File: src/rtl/ernn_pkg.sv
// ----------------------------------------------------------------------------
// ernn_pkg
// Shared types and codes for the Elman RNN inference core: channel words,
// queue entries, weight table codes and the multiply-accumulate term tags.
// ----------------------------------------------------------------------------
package ernn_pkg;

    localparam int FRAC_BITS = 8;
    localparam int SEQ_LEN_W = 7;
    localparam logic [SEQ_LEN_W-1:0] SEQ_LEN_RESET = 7'd10;

    // weight table codes
    localparam logic [2:0] TBL_WX = 3'd0;
    localparam logic [2:0] TBL_WH = 3'd1;
    localparam logic [2:0] TBL_WY = 3'd2;
    localparam logic [2:0] TBL_BH = 3'd3;
    localparam logic [2:0] TBL_BY = 3'd4;

    // command codes
    localparam logic CMD_WRITE  = 1'b0;
    localparam logic CMD_SAMPLE = 1'b1;

    typedef struct packed {
        logic               command;
        logic [2:0]         weight_table;
        logic [5:0]         weight_row;
        logic [5:0]         weight_col;
        logic signed [15:0] weight_value;
        logic signed [15:0] sample;
    } in_t;

    typedef struct packed {
        logic signed [15:0] prediction;
        logic               saturated;
    } out_t;

    typedef enum logic [2:0] {
        OP_WX,
        OP_WH,
        OP_WY,
        OP_BH,
        OP_BY,
        OP_SAMPLE
    } op_e;

    typedef struct packed {
        op_e                op;
        logic [5:0]         row;
        logic [5:0]         col;
        logic signed [15:0] data;
    } qent_t;

    typedef enum logic [2:0] {
        TERM_INPUT,
        TERM_REC,
        TERM_BIAS,
        TERM_OUT_BIAS,
        TERM_OUT_W
    } term_e;

    typedef struct packed {
        logic  valid;
        term_e kind;
        logic  first;
        logic  last;
        logic  is_out;
    } tag_t;

    typedef enum logic [2:0] {
        ST_IDLE,
        ST_RUN_HID,
        ST_DRAIN_HID,
        ST_WAIT_OUT,
        ST_RUN_OUT,
        ST_DRAIN_OUT
    } st_e;

endpackage

File: src/rtl/ernn_queue.sv
// ----------------------------------------------------------------------------
// ernn_queue
// Two-entry queue between the front and the back.
// ----------------------------------------------------------------------------
module ernn_queue import ernn_pkg::*; (
    input  logic  aclk,
    input  logic  aresetn,
    input  logic  push,
    output logic  push_ready,
    input  qent_t push_data,
    output logic  pop_valid,
    input  logic  pop_ready,
    output qent_t pop_data
);

    qent_t      ent_reg [2];
    logic       wr_ptr_reg;
    logic       rd_ptr_reg;
    logic [1:0] cnt_reg;
    logic       pop;

    assign push_ready = cnt_reg != 2'd2;
    assign pop_valid  = cnt_reg != 2'd0;
    assign pop_data   = ent_reg[rd_ptr_reg];
    assign pop        = pop_valid && pop_ready;

    // store entries
    always_ff @(posedge aclk) begin
        if (push) begin
            ent_reg[wr_ptr_reg] <= push_data;
        end
    end

    // advance pointers and count
    always_ff @(posedge aclk) begin
        if (!aresetn) begin
            wr_ptr_reg <= 1'b0;
            rd_ptr_reg <= 1'b0;
            cnt_reg    <= 2'd0;
        end else begin
            if (push) begin
                wr_ptr_reg <= !wr_ptr_reg;
            end
            if (pop) begin
                rd_ptr_reg <= !rd_ptr_reg;
            end
            cnt_reg <= cnt_reg + {1'b0, push} - {1'b0, pop};
        end
    end

endmodule

File: config.mk
export PLATFORM = sky130hd
export DESIGN_NAME = ernn_queue
export DESIGN_NICKNAME = d
export VERILOG_FILES = /design/src/rtl/ernn_pkg.sv /design/src/rtl/ernn_queue.sv
export SDC_FILE = /design/constraint.sdc
export NUM_CORES = 1
export LEC_CHECK = 0
export ABC_CLOCK_PERIOD_IN_PS = 2600
export BUFFER_PORTS_ARGS = -buffer_cell sky130_fd_sc_hd__buf_2
export CAP_MARGIN = 20
export CORE_MARGIN = 8
export CORE_UTILIZATION = 51
export CTS_CLUSTER_DIAMETER = 100
export DETAILED_ROUTE_END_ITERATION = 10
export GPL_TIMING_DRIVEN = 0
export PLACE_DENSITY_LB_ADDON = 0.08
export SLEW_MARGIN = 20
export SYNTH_ARGS = -nofsm -noshare
export SYNTH_HDL_FRONTEND = slang
export SYNTH_SLANG_ARGS = --single-unit
File: constraint.sdc
create_clock -name aclk -period 2.6 [get_ports aclk]
set_input_delay 0 -clock aclk [delete_from_list [all_inputs] [get_ports aclk]]
set_output_delay 0 -clock aclk [all_outputs]
set_load 0.05 [all_outputs]
* Yosys cells after proc, flatten, opt, wreduce, memory -nomap -nowiden
Memories as Yosys holds them, arrays and structs flattened. A register that Yosys moved wholly into a read port is not among the register bits.
Index checks and enable logic that the tools add are counted.
** Word-level totals
- Bits in registers :: 4
- Bits in writable memories :: 62
- Output and inout bits :: 33
- Logic and storage cells :: 15
- Memories :: 1
** Cells by class
- Add/sub/neg operators :: 2
- Equal/unequal tests :: 1
- Muxes and demuxes :: 4
- Reduce and logical (&&, ||, !) cells :: 4
** Memory list
- ent_reg :: depth 2, bits a word 31, rd ports 1, clocked after Yosys merged registers in 1, write ports 1, RTL line ernn_queue.sv:16 : qent_t ent_reg [2];
** Operator list (number)
- $mux 1 :: 4
- $add 2x1->2 :: 1
- $logic_not 1->1 :: 2
- $ne 2x2->1 const B :: 1
- $reduce_bool 2->1 :: 1
- $sub 2x1->2 :: 1
- $logic_and 1x1->1 :: 1

* Logic depth before layout (Yosys ltp)
- Depth after elaboration :: 4
- Gate-level depth with buffers :: 6
- Gate-level depth less buffers :: 6

* Worst setup path after synthesis
OpenSTA, ideal clock, no wires.
- Path kind :: reg2reg
- Start point :: reg wr_ptr_reg
- End point :: mem ent_reg[0][0] (netlist name) (enable)
- Library setup time :: 424 ps
- Arrival time :: 1733 ps
- Data required time :: 2176 ps
- Slack :: 443 ps
- Cell stages (with the launch flop) :: 2
- Buffers on the path :: 0
- Clock period less this slack :: 2157 ps
- Path through :: dfxtp_1 nor2b_1
** RTL lines
- start, declared :: RTL line ernn_queue.sv:17 : logic wr_ptr_reg;
- start signal, assigned :: RTL line ernn_queue.sv:42 : wr_ptr_reg <= !wr_ptr_reg;
- end, declared :: RTL line ernn_queue.sv:16
No word-level cell before the write port.

==> metrics.md <==
| Metric | Value |
|---|---|
| Final setup fails | `0` |
| # Post-CTS Setup Buffers | `0` |
| Power Total | `0.00306 W` |
| CTS Sinks | `67` |
| Routability cong. | `0.683` |
| Largest net degree at the start of global routing | `32` |
| Post-DR wirelength/cell | `15.4 um` |
| Synth async-reset ratio | `0` |
| Dpl hpwl | `3090 um` |
| Placed Cells | `254` |
| CTS clk-pin slew, worst paths | `0.06 ns` |
| Die area | `7370 um^2` |
| IO Port Bufs | `67` |
| Placed cell area | `2940 um^2` |
| Worst-path fanout max | `10` |
| Hold-fix buffers, CTS | `32` |
| Largest cells by area after synthesis | `edfxtp_1, mux2_2, dfxtp_1` |
| Detailed Routing Iterations Pass 1 | `4` |
| Worst hold path type | `primary input to flip-flop` |
| Netlist cell types | `15` |
| Fillers | `310` |
| Design Area, Final | `3440 um^2` |
| TritonCTS buffer count | `9` |
| Synthesized area per cell | `20.9 um^2` |
| Fin crit share | `0.576` |
| Worst EP required | `2.60 ns` |
| Total GRT Usage | `0.138` |
| Worst setup EP type | `primary output` |
| Yosys top cell area share | `0.748` |
| Drt drc | `0` |
| Via Count | `1411` |
| Fraction of the mapped netlist area in simple logic gates | `0.0216` |
| Finished Layout Cells | `301` |
| Power Density | `889 nW/um^2` |
| CP max stage cell | `dfxtp_1` |
| Post-synthesis sequential area ratio | `0.788` |
| Post-synth top area cell | `edfxtp_1` |
| Adder-cell area share of the yosys netlist | `0.0101` |
| Syn Nets | `156` |
| Largest family of logic cells by synthesized area | `multiplexers` |
| Max-slew headroom | `0.492` |
| Status | `completed` |
| # rows | `25` |
| Synth Cell Area | `2490 um^2` |
| Post-Syn Instances | `119` |
| Initial Utilization | `0.527` |
| CP startpoint kind | `flip-flop` |
| Max Slew Vio Count | `0` |
| Max reg flops | `62` |
| Hold Violations, Final | `0` |
| Worst slew pin tran | `0.762 ns` |
| Fin crit period | `1.50 ns` |
| Storage element area | `1960 um^2` |
| Layout cells sized above 1 | `0.496` |
| Post-Synth XOR/XNOR Area | `0.00905` |
| Max Fclk | `668 MHz` |
| N_diodes | `0` |
| Cells along the critical path | `buf_6, mux2_2, buf_2` |
| Clk buf depth | `2` |
| Clock skew | `0.00576 ns` |
| Critical path class | `flip-flop to primary output` |
| Final setup TNS | `0 ns` |
| First-pass GRT wire length | `7690 um` |
| Multi-input combinational cell area | `494 um^2` |
| CP top delay family | `flip-flops` |
| # H-tree levels | `3` |
| Starting DRT DRC Count | `41` |
| Slowest Stage Delay on Critical Path | `0.43 ns` |
| IO Pins | `68` |
| Synth top cells by count | `edfxtp_1, mux2_2, dfxtp_1` |
| Antenna viol nets, final | `0` |
| Post-synthesis mux area share | `0.148` |
| Bufs and invs on worst path | `2` |
| WP data arrival | `1.50 ns` |
| TritonCTS clock tree | `yes` |
| YS warnings | `0` |
| Static leakage | `1.33 nW` |
| Post-synth EDFFs | `62` |
| Top-count cell post-synth | `edfxtp_1` |
| Dominant synthesized flop cell | `edfxtp_1` |
| Antenna violations before repair | `0` |
| Yosys reg bits | `67` |
| Synth Area in Compound Gates | `0.00603` |
| Layout area overhead | `38.1%` |
| DRT Wirelength | `4650 um` |
| Via-to-Cell Ratio | `4.69` |
| Post-CTS sizing | `0` |
| Die W | `85.9 um` |
| Number of global-route vias before repair | `1598` |
| RSZ-0062 raised after global routing | `false` |
| Worst VDD drop | `0.000476 V` |
| Grt total ovfl | `0` |
| Clock Latency Late Sink | `0.32 ns` |
| Die H | `85.9 um` |
| Nets | `267` |
| CTS root buf | `clkbuf_8` |
| Max-cap violation count | `0` |
| Core area | `4720 um^2` |
## final cells by class
| cell class | count | area share |
|---|---|---|
| timing repair buffer | 100 | 0.199 |
| inverter | 2 | 0.00218 |
| clock inverter | 5 | 0.0131 |
| buffer | 3 | 0.00983 |
| sequential | 67 | 0.571 |
| tap | 67 | 0.0244 |
| multi-input combinational | 47 | 0.144 |
| clock buffer | 10 | 0.0371 |
## path summary, 6_finish.rpt
| kind | endpoint | slack [ns] | start | depth (start not counted) |
|---|---|---|---|---|
| setup reg to reg | cnt_reg[1] | 1.10 | cnt_reg[1] | 6 |
| hold / removal | wr_ptr_reg | 0.04 | push | 3 |
| hold reg to reg | rd_ptr_reg | 0.48 | rd_ptr_reg | 2 |
| setup / recovery | pop_data[25] | 1.10 | flip-flop | 3 |
## where the power goes
part	total (W)	internal (W)	switching (W)	leakage [nW]
combinational	0.000996	0.000353	0.000644	0.619
clock	0.000762	0.000425	0.000337	0.0863
sequential	0.00130	0.00126	0.0000365	0.623
total	0.00306	0.00204	0.00102	1.33
## cell usage in the layout (no fill, tap or decap), types with 2 or more instances in the layout
master,n
clkinv_1,4
mux2_2,31
nand2_1,2
dlygate4sd3_1,32
inv_1,2
mux2i_1,2
buf_2,67
o21a_1,2
clkbuf_8,9
dfxtp_1,5
buf_6,3
edfxtp_1,62
ha_1,2
## metrics by stage
step / utilization / hold WS (ns) / setup WS (ns)
floorplan: - / 0.0989 / 0.443
global placement: 0.616 / 0.188 / -0.253
detailed placement: 0.623 / 0.191 / 1.11
CTS: 0.728 / 0.0268 / 1.07
global route: 0.728 / 0.0400 / 0.956
finish: 0.728 / 0.0397 / 1.10
## worst reg2reg max path, delay by kind of cell, from the launching register on
| kind | cells | cell delay [ns] |
|---|---|---|
| buffers and inverters | 1 | 0.06 |
| AOI/OAI and AO/OA | 1 | 0.24 |
| DFF | 1 | 0.39 |
| and+or+nand+nor | 1 | 0.11 |
| xor gates and xnor gates | 1 | 0.23 |
| adders and majority gates | 2 | 0.42 |
## cells by family (layout without fill, tap and decap cells)
kind of cell    after synthesis  count (layout)
flops                        67              67
mux                          33              33
simple gates                  9               9
buf+inv                       5             120
fa+ha+maj                     2               2
compound gates                2               2
xor+xnor                      1               1
## per-layer routing
metal | vias up | share of wire | wire (um) | track usage
li1 | 681 | - | - | -
met1 | 681 | 0.39 | 1810 | 0.146
met2 | 41 | 0.54 | 2500 | 0.242
met3 | 8 | 0.058 | 270 | 0.0458
met4 | 0 | 0.015 | 68 | 0.0621
met5 | - | 0 | 0 | 0
Note: power is estimated with default switching activity, not from simulation.
