===== config.mk =====
export PLATFORM = sky130hd
export DESIGN_NAME = ernn_front
export DESIGN_NICKNAME = d
export VERILOG_FILES = /design/src/rtl/ernn_pkg.sv /design/src/rtl/ernn_front.sv
export SDC_FILE = /design/constraint.sdc
export NUM_CORES = 1
export LEC_CHECK = 0
export BUFFER_PORTS_ARGS = -buffer_cell sky130_fd_sc_hd__buf_2
export CAP_MARGIN = 20
export CORE_MARGIN = 2
export CORE_UTILIZATION = 27
export DETAILED_ROUTE_END_ITERATION = 8
export PLACE_DENSITY = 0.9
export SYNTH_ARGS = -nofsm -noshare
export SYNTH_HDL_FRONTEND = slang
export SYNTH_SLANG_ARGS = --single-unit

===== constraint.sdc =====
create_clock -name vclk -period 1.25
set_input_delay 0 -clock vclk [all_inputs]
set_output_delay 0 -clock vclk [all_outputs]
set_load 0.005 [all_outputs]

===== src/rtl/ernn_pkg.sv =====
// ----------------------------------------------------------------------------
// ernn_pkg
// Shared types and codes for the Elman RNN inference core: channel words,
// queue entries, weight table codes and the multiply-accumulate term tags.
// ----------------------------------------------------------------------------
package ernn_pkg;

    localparam int FRAC_BITS = 8;
    localparam int SEQ_LEN_W = 7;
    localparam logic [SEQ_LEN_W-1:0] SEQ_LEN_RESET = 7'd10;

    // weight table codes
    localparam logic [2:0] TBL_WX = 3'd0;
    localparam logic [2:0] TBL_WH = 3'd1;
    localparam logic [2:0] TBL_WY = 3'd2;
    localparam logic [2:0] TBL_BH = 3'd3;
    localparam logic [2:0] TBL_BY = 3'd4;

    // command codes
    localparam logic CMD_WRITE  = 1'b0;
    localparam logic CMD_SAMPLE = 1'b1;

    typedef struct packed {
        logic               command;
        logic [2:0]         weight_table;
        logic [5:0]         weight_row;
        logic [5:0]         weight_col;
        logic signed [15:0] weight_value;
        logic signed [15:0] sample;
    } in_t;

    typedef struct packed {
        logic signed [15:0] prediction;
        logic               saturated;
    } out_t;

    typedef enum logic [2:0] {
        OP_WX,
        OP_WH,
        OP_WY,
        OP_BH,
        OP_BY,
        OP_SAMPLE
    } op_e;

    typedef struct packed {
        op_e                op;
        logic [5:0]         row;
        logic [5:0]         col;
        logic signed [15:0] data;
    } qent_t;

    typedef enum logic [2:0] {
        TERM_INPUT,
        TERM_REC,
        TERM_BIAS,
        TERM_OUT_BIAS,
        TERM_OUT_W
    } term_e;

    typedef struct packed {
        logic  valid;
        term_e kind;
        logic  first;
        logic  last;
        logic  is_out;
    } tag_t;

    typedef enum logic [2:0] {
        ST_IDLE,
        ST_RUN_HID,
        ST_DRAIN_HID,
        ST_WAIT_OUT,
        ST_RUN_OUT,
        ST_DRAIN_OUT
    } st_e;

endpackage


===== src/rtl/ernn_front.sv =====
// ----------------------------------------------------------------------------
// ernn_front
// Accepts input words, classifies them into queue operations and drops
// weight writes that fall outside the stores.
// ----------------------------------------------------------------------------
module ernn_front import ernn_pkg::*; #(
    parameter int HIDDEN = 64
) (
    input  logic  s_valid,
    output logic  s_ready,
    input  in_t   s_data,
    output logic  push,
    input  logic  push_ready,
    output qent_t push_data
);

    logic row_ok;
    logic col_ok;
    logic keep;

    assign row_ok  = int'(s_data.weight_row) < HIDDEN;
    assign col_ok  = int'(s_data.weight_col) < HIDDEN;
    assign s_ready = push_ready;

    // classify the word
    always_comb begin
        push_data.op   = OP_SAMPLE;
        push_data.row  = s_data.weight_row;
        push_data.col  = s_data.weight_col;
        push_data.data = s_data.weight_value;
        keep           = 1'b0;
        if (s_data.command == CMD_SAMPLE) begin
            push_data.data = s_data.sample;
            keep           = 1'b1;
        end else begin
            unique case (s_data.weight_table)
                TBL_WX: begin
                    push_data.op = OP_WX;
                    keep         = row_ok;
                end
                TBL_WH: begin
                    push_data.op = OP_WH;
                    keep         = row_ok && col_ok;
                end
                TBL_WY: begin
                    push_data.op = OP_WY;
                    keep         = row_ok;
                end
                TBL_BH: begin
                    push_data.op = OP_BH;
                    keep         = row_ok;
                end
                TBL_BY: begin
                    push_data.op = OP_BY;
                    keep         = 1'b1;
                end
                default: begin
                    keep = 1'b0;
                end
            endcase
        end
    end

    // drop out-of-range writes and unknown table codes, enqueue the rest
    assign push = s_valid && push_ready && keep;

endmodule


Word level (Yosys, flattened, before mapping)
Cells that the tools add are included.
- memories: 0
- RAM bits: 0
- bits in latches: 0
- register bits after elaboration: 0
- bits in read-only memories: 0
- shift-type cells: 0
- $add $sub $neg: 0
- equal/unequal tests: 4
- divide/modulo/power cells: 0
- $lt $le $gt $ge: 0
- bitwise gates (word level): 0
- multiply operators: 0
- multiplexer cells: 5
- reductions and logical operators: 4
- operator list (operator ; number):
    $mux 16 ; 1
    $pmux 3 s5 ; 1
    $eq 3x2->1 const B ; 2
    $reduce_or 5->1 ; 1
    $eq 3x1->1 const B ; 1
    $eq 3x3->1 const B ; 1
    $logic_not 3->1 ; 1
    $mux 3 ; 1
    $logic_and 1x1->1 ; 2
    $mux 1 ; 2

Depth between registers and ports, before layout
Gate-level depths: netlist of run 1.
- word-level depth: 5
- mapped depth: 4

Worst setup path before layout of run 1
No wires, ideal clock.
- kind: input to output
- start: input port s_data[47] (netlist name)
- end: output port push_data[10] (netlist name)
- required time: 1.250 ns
- arrival time: 0.553 ns
- buffers on the path: 2
- cell stages on the path: 3
- slack: 0.697 ns
- cell sequence: buf_6 -> buf_12 -> mux2_4
- RTL lines (what ; RTL line ; RTL):
    start: declaration ; ernn_front.sv:11 ; input in_t s_data,
    end: declaration ; ernn_front.sv:14 ; output qent_t push_data

==> results of run 1 <==
==> path summary, 6_finish.rpt <==
kind	from	end	slack, ps	depth (start not counted)
setup / recovery	s_data[47]	push_data[15]	360	3
hold / removal	s_data[41]	push_data[25]	0.002	0
==> per-layer routing <==
layer | share of wire | GRT usage
met5 | 0 | 0
met3 | 0.12 | 0.0261
met1 | 0.32 | 0.113
met2 | 0.55 | 0.234
met4 | 0 | 0
==> area by class of cell <==
type / count / area (sq um) / share of cell area
Timing Repair Buffer: 59 / 295 / 0.519
Multi-Input combinational cell: 22 / 248 / 0.435
Tap cell: 15 / 18.8 / 0.0330
Inverter: 2 / 7.51 / 0.0132
==> cells in the mapped netlist, drive strengths merged <==
library cell,n
mux2,16
buf,15
o311a,1
o21ai,1
nor2,3
inv,2
or2,1
==> per-stage QoR <==
| stage | area, sq um | hold slack, ps | util | total power [uW] | setup WS (ps) |
|---|---|---|---|---|---|
| 5_1_grt | 569 | 0.00946 | 0.432 | 206 | 287 |
| 4_1_cts | 569 | 0.0346 | 0.432 | 192 | 348 |
| 6_report | 569 | 0.00229 | 0.432 | 189 | 361 |
| 2_1_floorplan | 384 | 80.8 | - | 130 | 697 |
| 3_5_place_dp | 569 | 0.0346 | 0.432 | 191 | 348 |
| 3_3_place_gp | 569 | 0.0346 | 0.432 | 186 | 372 |
==> cells by family (layout without fill, tap and decap cells) <==
group,count (synthesis),count (layout)
buffers and inverters,17,61
and+or+nand+nor,4,4
AOI/OAI and AO/OA,2,2
muxes,16,16
==> power by group <==
part           internal (uW)  switching [uW]
combinational            126            62.9
clock                      0               0
sequential                 0               0
==> flow_metrics.tcl, run 1 <==
set metrics [dict create \
    overflow 0 \
    hold_violations 0 \
    dr_total_vias 435 \
    synthDominantAreaCellType "sky130_fd_sc_hd__mux2_4" \
    diodes 0 \
    die_w_microns 41.7 \
    most_frequent_cell_on_critical_path "sky130_fd_sc_hd__buf_2" \
    synth-seq-area-share 0 \
    power.leakage_uw 0.000358 \
    post_cts_hold_buffer_count 0 \
    final.period_utilization 0.711 \
    post_detailed_route_wirelength_per_cell_microns 10.8 \
    largest_family_of_logic_cells_by_synthesized_area "multiplexers" \
    design.core.area_sq_um 1320 \
    cp.buffers_inverters 2 \
    area_delta_synth_final_pct 48.2 \
    min_path_type "primary input to output port" \
    post_cts_buffers 0 \
    layout.cells.most_common "sky130_fd_sc_hd__buf_2" \
    cp.required_ps 1250 \
    slowest_delay_ps 390 \
    tns_ps 0 \
    yosysTopAreaCellShare 0.352 \
    nets 135 \
    final-instance-count-excl-fill 98 \
    nClkBuffers 0 \
    ff_latch_area_sq_um 0 \
    floorplan.initialDensity 0.292 \
    sequential_cell_total 0 \
    number_of_buffer_cells_added_on_primary_ports 59 \
    post_synth_mux_area_share 0.557 \
    detail-route-antenna-nets 0 \
    syn-mean-instance-area_sq_um 9.85 \
    unrepaired_setup_endpoints_after_global_routing "false" \
    achievable-frequency_mhz 1120 \
    netlist_top_cells_area "sky130_fd_sc_hd__mux2_4 (35%), sky130_fd_sc_hd__buf_4 (25%), sky130_fd_sc_hd__mux2_2 (21%)" \
    synth.cell_area_sq_um 384 \
    synth_simple_gate_area_frac 0.0456 \
    drt_iter0_markers 0 \
    grt_start_max_net_pins 20 \
    die_h_microns 41.7 \
    grt_first_pass_wirelength_microns 1610 \
    post_synth_fa_ha_maj_area_fraction 0 \
    critPathLaunchType "primary input" \
    detail_route.drc_violations 0 \
    placedCellCount 98 \
    worstPathCellList "buf_2, mux2_2, buf_2" \
    drive_above_1_share 0.928 \
    gp_routability_congestion 0.745 \
    synth.yosys.warnings 0 \
    timing.critical_path.to_type "output port" \
    final_count_of_negative_setup_slack_endpoints 0 \
    cts_resized 0 \
    top_delay_family_on_crit_path "buffers and inverters" \
    power_per_cell_area_nw_per_um2 332 \
    critical_path_class "primary input to output port" \
    post_synth_xor_area_fraction 0 \
    hpwlAfterDp_microns 972 \
    timing_worst_slew_pin_value_ps 453 \
    fp.dieArea_sq_um 1740 \
    num-fill-cells 125 \
    crit_arrival_ps 890 \
    maxCapViolCount 0 \
    layout_common_cells "sky130_fd_sc_hd__buf_2 (59), sky130_fd_sc_hd__mux2_4 (9), sky130_fd_sc_hd__mux2_2 (7), sky130_fd_sc_hd__nor2_1 (3), sky130_fd_sc_hd__inv_1 (2)" \
    synth_compound_area_frac 0.0423 \
    critical_path_peak_fanout 19 \
    number_of_global_route_vias_before_repair 396 \
    post-route-min-period_ps 889 \
    run_status "completed" \
    yosysUniqueCellTypes 10 \
    vdd_ir_drop_max_uv 122 \
    track_usage 0.111 \
    post_synth_inst_count 39 \
    antenna_violations_before_repair 0 \
    drt-pass1-iter-count 1 \
    postRouteWirelength_microns 1060 \
    core.rowCount 13 \
    synthesized_nets 89 \
    routed_via_density 4.44 \
    pin_count 83 \
    critical-path-slowest-cell "sky130_fd_sc_hd__mux2_2" \
    maxSlewViolCount 0 \
    max-slew-margin-rel 0.698 \
]
(Power assumes the default switching activity.)
==> run 2: changes to the inputs <==
ABC_AREA = 1   (was default)
CORE_UTILIZATION = 22   (was 27)
PLACE_DENSITY = 0.82   (was 0.9)
clock period = 0.8 ns   (was 1.25 ns; I/O delays follow)
==> run 2 against run 1 <==
Area after synthesis is 6.2% lower. Design area is 2.4% lower. Highest routed layer is now met4. Largest power group unchanged. Count of clock-buffer cells in the layout stayed put.
==> flow_metrics.tcl, run 2 <==
set metrics [dict create \
    maxCapViolCount 0 \
    hold_violations 0 \
    detail-route-antenna-nets 0 \
    number_of_buffer_cells_added_on_primary_ports 59 \
    core.rowCount 14 \
    worst_setup_path_startpoint "s_data[47]" \
    post_cts_hold_buffer_count 0 \
    timing_worst_slew_pin_value_ps 171 \
    track_usage 0.111 \
    dr_total_vias 574 \
    critical_path_peak_fanout 18 \
    synth.yosys.warnings 0 \
    synth.most_common_cell "sky130_fd_sc_hd__nand2_1" \
    yosysUniqueCellTypes 9 \
    power.share.combinational 1.000 \
    antenna_violations_before_repair 0 \
    crit_arrival_ps 640 \
    layout.cells.most_common "sky130_fd_sc_hd__buf_2" \
    synth-seq-area-share 0 \
    critical_path_class "primary input to output port" \
    run_status "completed" \
    nClkBuffers 0 \
    unrepaired_setup_endpoints_after_global_routing "false" \
    post_synth_inst_count 75 \
    tns_ps 0 \
    achievable-frequency_mhz 1570 \
    power.leakage_uw 0.000411 \
    area_delta_synth_final_pct 54.2 \
    timing.critical_path.to_type "output port" \
    final.period_utilization 0.798 \
    synthesized_nets 125 \
    drive_above_1_share 0.529 \
    design.core.area_sq_um 1520 \
    netlist_top_cells_area "sky130_fd_sc_hd__nand2_1 (53%), sky130_fd_sc_hd__buf_4 (29%), sky130_fd_sc_hd__buf_6 (6.3%)" \
    number_of_global_route_vias_before_repair 488 \
    synth.cell_area_sq_um 360 \
    max-slew-margin-rel 0.886 \
    cp.required_ps 800 \
    seqPwrFrac 0 \
    synth_top_cells_by_count "sky130_fd_sc_hd__nand2_1 (51), sky130_fd_sc_hd__buf_4 (14), sky130_fd_sc_hd__nor2_1 (3)" \
    fp.dieArea_sq_um 1980 \
    gp_routability_congestion 0.620 \
    pin_count 83 \
    maxSlewViolCount 0 \
    ff_latch_area_sq_um 0 \
    clkPwrFrac 0 \
    power_per_cell_area_nw_per_um2 508 \
    detail_route.drc_violations 0 \
    syn-mean-instance-area_sq_um 4.80 \
    overflow 0 \
    post_detailed_route_wirelength_per_cell_microns 9.30 \
    final_cell_area_sq_um 556 \
    final-instance-count-excl-fill 135 \
    final_count_of_negative_setup_slack_endpoints 0 \
    routed_via_density 4.25 \
    drt-pass1-iter-count 3 \
    cts_resized 0 \
    intPower_uw 153 \
    min_path_type "primary input to output port" \
    place_area_sq_um 556 \
    switchingPower_uw 129 \
    critPathLaunchType "primary input" \
    layout_common_cells "sky130_fd_sc_hd__buf_2 (59), sky130_fd_sc_hd__nand2_1 (51), sky130_fd_sc_hd__nor2_1 (3)" \
    yosysTopAreaCellShare 0.531 \
    floorplan.initialDensity 0.236 \
    synthDominantAreaCellType "sky130_fd_sc_hd__nand2_1" \
    die_h_microns 44.5 \
    post-route-min-period_ps 638 \
    grt_first_pass_wirelength_microns 1830 \
    die_w_microns 44.5 \
    grt_start_max_net_pins 19 \
    worstSetupEndpoint "push" \
    placedCellCount 135 \
    hpwlAfterDp_microns 1100 \
    drt_iter0_markers 8 \
    post_cts_buffers 0 \
    p_sw_frac 0.458 \
    postRouteWirelength_microns 1260 \
    sequential_cell_total 0 \
    post-route-util 0.365 \
    diodes 0 \
    vdd_ir_drop_max_uv 194 \
    nets 171 \
]
## run 2: cell count changes after synthesis
cell	change
sky130_fd_sc_hd__mux2_4	-9
sky130_fd_sc_hd__o21ai_0	-1
sky130_fd_sc_hd__buf_12	-1
sky130_fd_sc_hd__inv_1	-1
sky130_fd_sc_hd__buf_4	+1
sky130_fd_sc_hd__nor2_2	+1
sky130_fd_sc_hd__mux2_2	-7
sky130_fd_sc_hd__inv_4	+1
sky130_fd_sc_hd__buf_6	+1
sky130_fd_sc_hd__a21oi_1	+1
sky130_fd_sc_hd__or2_4	+1
sky130_fd_sc_hd__o311a_2	-1
sky130_fd_sc_hd__or2_2	-1
sky130_fd_sc_hd__nand2_1	+51
## run 2: kinds of logic after synthesis
kind of cell / Yosys count / share of synthesized area
AOI/OAI and AO/OA: 1 / 0.0139
buffers and inverters: 18 / 0.382
and+or+nand+nor: 56 / 0.604
## run 2: how the worst min path moves through the flow
stage | from | end | slack [ps] | cells after the start
floorplan | s_data[44] | push_data[28] | 80 | 2
global placement | s_data[37] | push_data[21] | 0.05 | 0
detailed placement | s_data[37] | push_data[21] | 0.05 | 0
CTS | s_data[37] | push_data[21] | 0.05 | 0
global route | s_data[36] | push_data[20] | 0.008 | 0
finish | s_data[32] | push_data[16] | 0.002 | 0
## run 2: power groups by stage
stage               Combinational (uW)  Sequential [uW]  Clock (uW)
floorplan                          174                0           0
global placement                   280                0           0
detailed placement                 286                0           0
CTS                                287                0           0
global route                       319                0           0
finish                             282                0           0
## run 2: worst max-delay path, cell delays in order
cell                      delay, ps
sky130_fd_sc_hd__buf_2          150
sky130_fd_sc_hd__inv_4          160
sky130_fd_sc_hd__nand2_1         70
sky130_fd_sc_hd__nor2_1          90
sky130_fd_sc_hd__nor2_1          40
sky130_fd_sc_hd__buf_2          120
## run 2: routing by layer
metal	up-vias	routed length, microns	GRT usage
met5	-	0	0
met3	10	148	0.0163
li1	298	-	-
met4	0	42	0.0545
met1	233	432	0.118
met2	33	633	0.209
## run 2: final cells by class
type	instances	area (sq um)
multi-input cells	57	223
inverters	2	10.0
fillers	176	968
repair buffers	60	303
well taps	16	20.0
## run 2: per-stage QoR
stage	total power (uW)	setup slack (ps)	hold WS [ps]
detailed placement	286	152	0.0453
global placement	280	191	0.0453
floorplan	174	347	76.2
finish	282	162	0.00225
CTS	287	147	0.0453
global route	319	60.7	0.00797
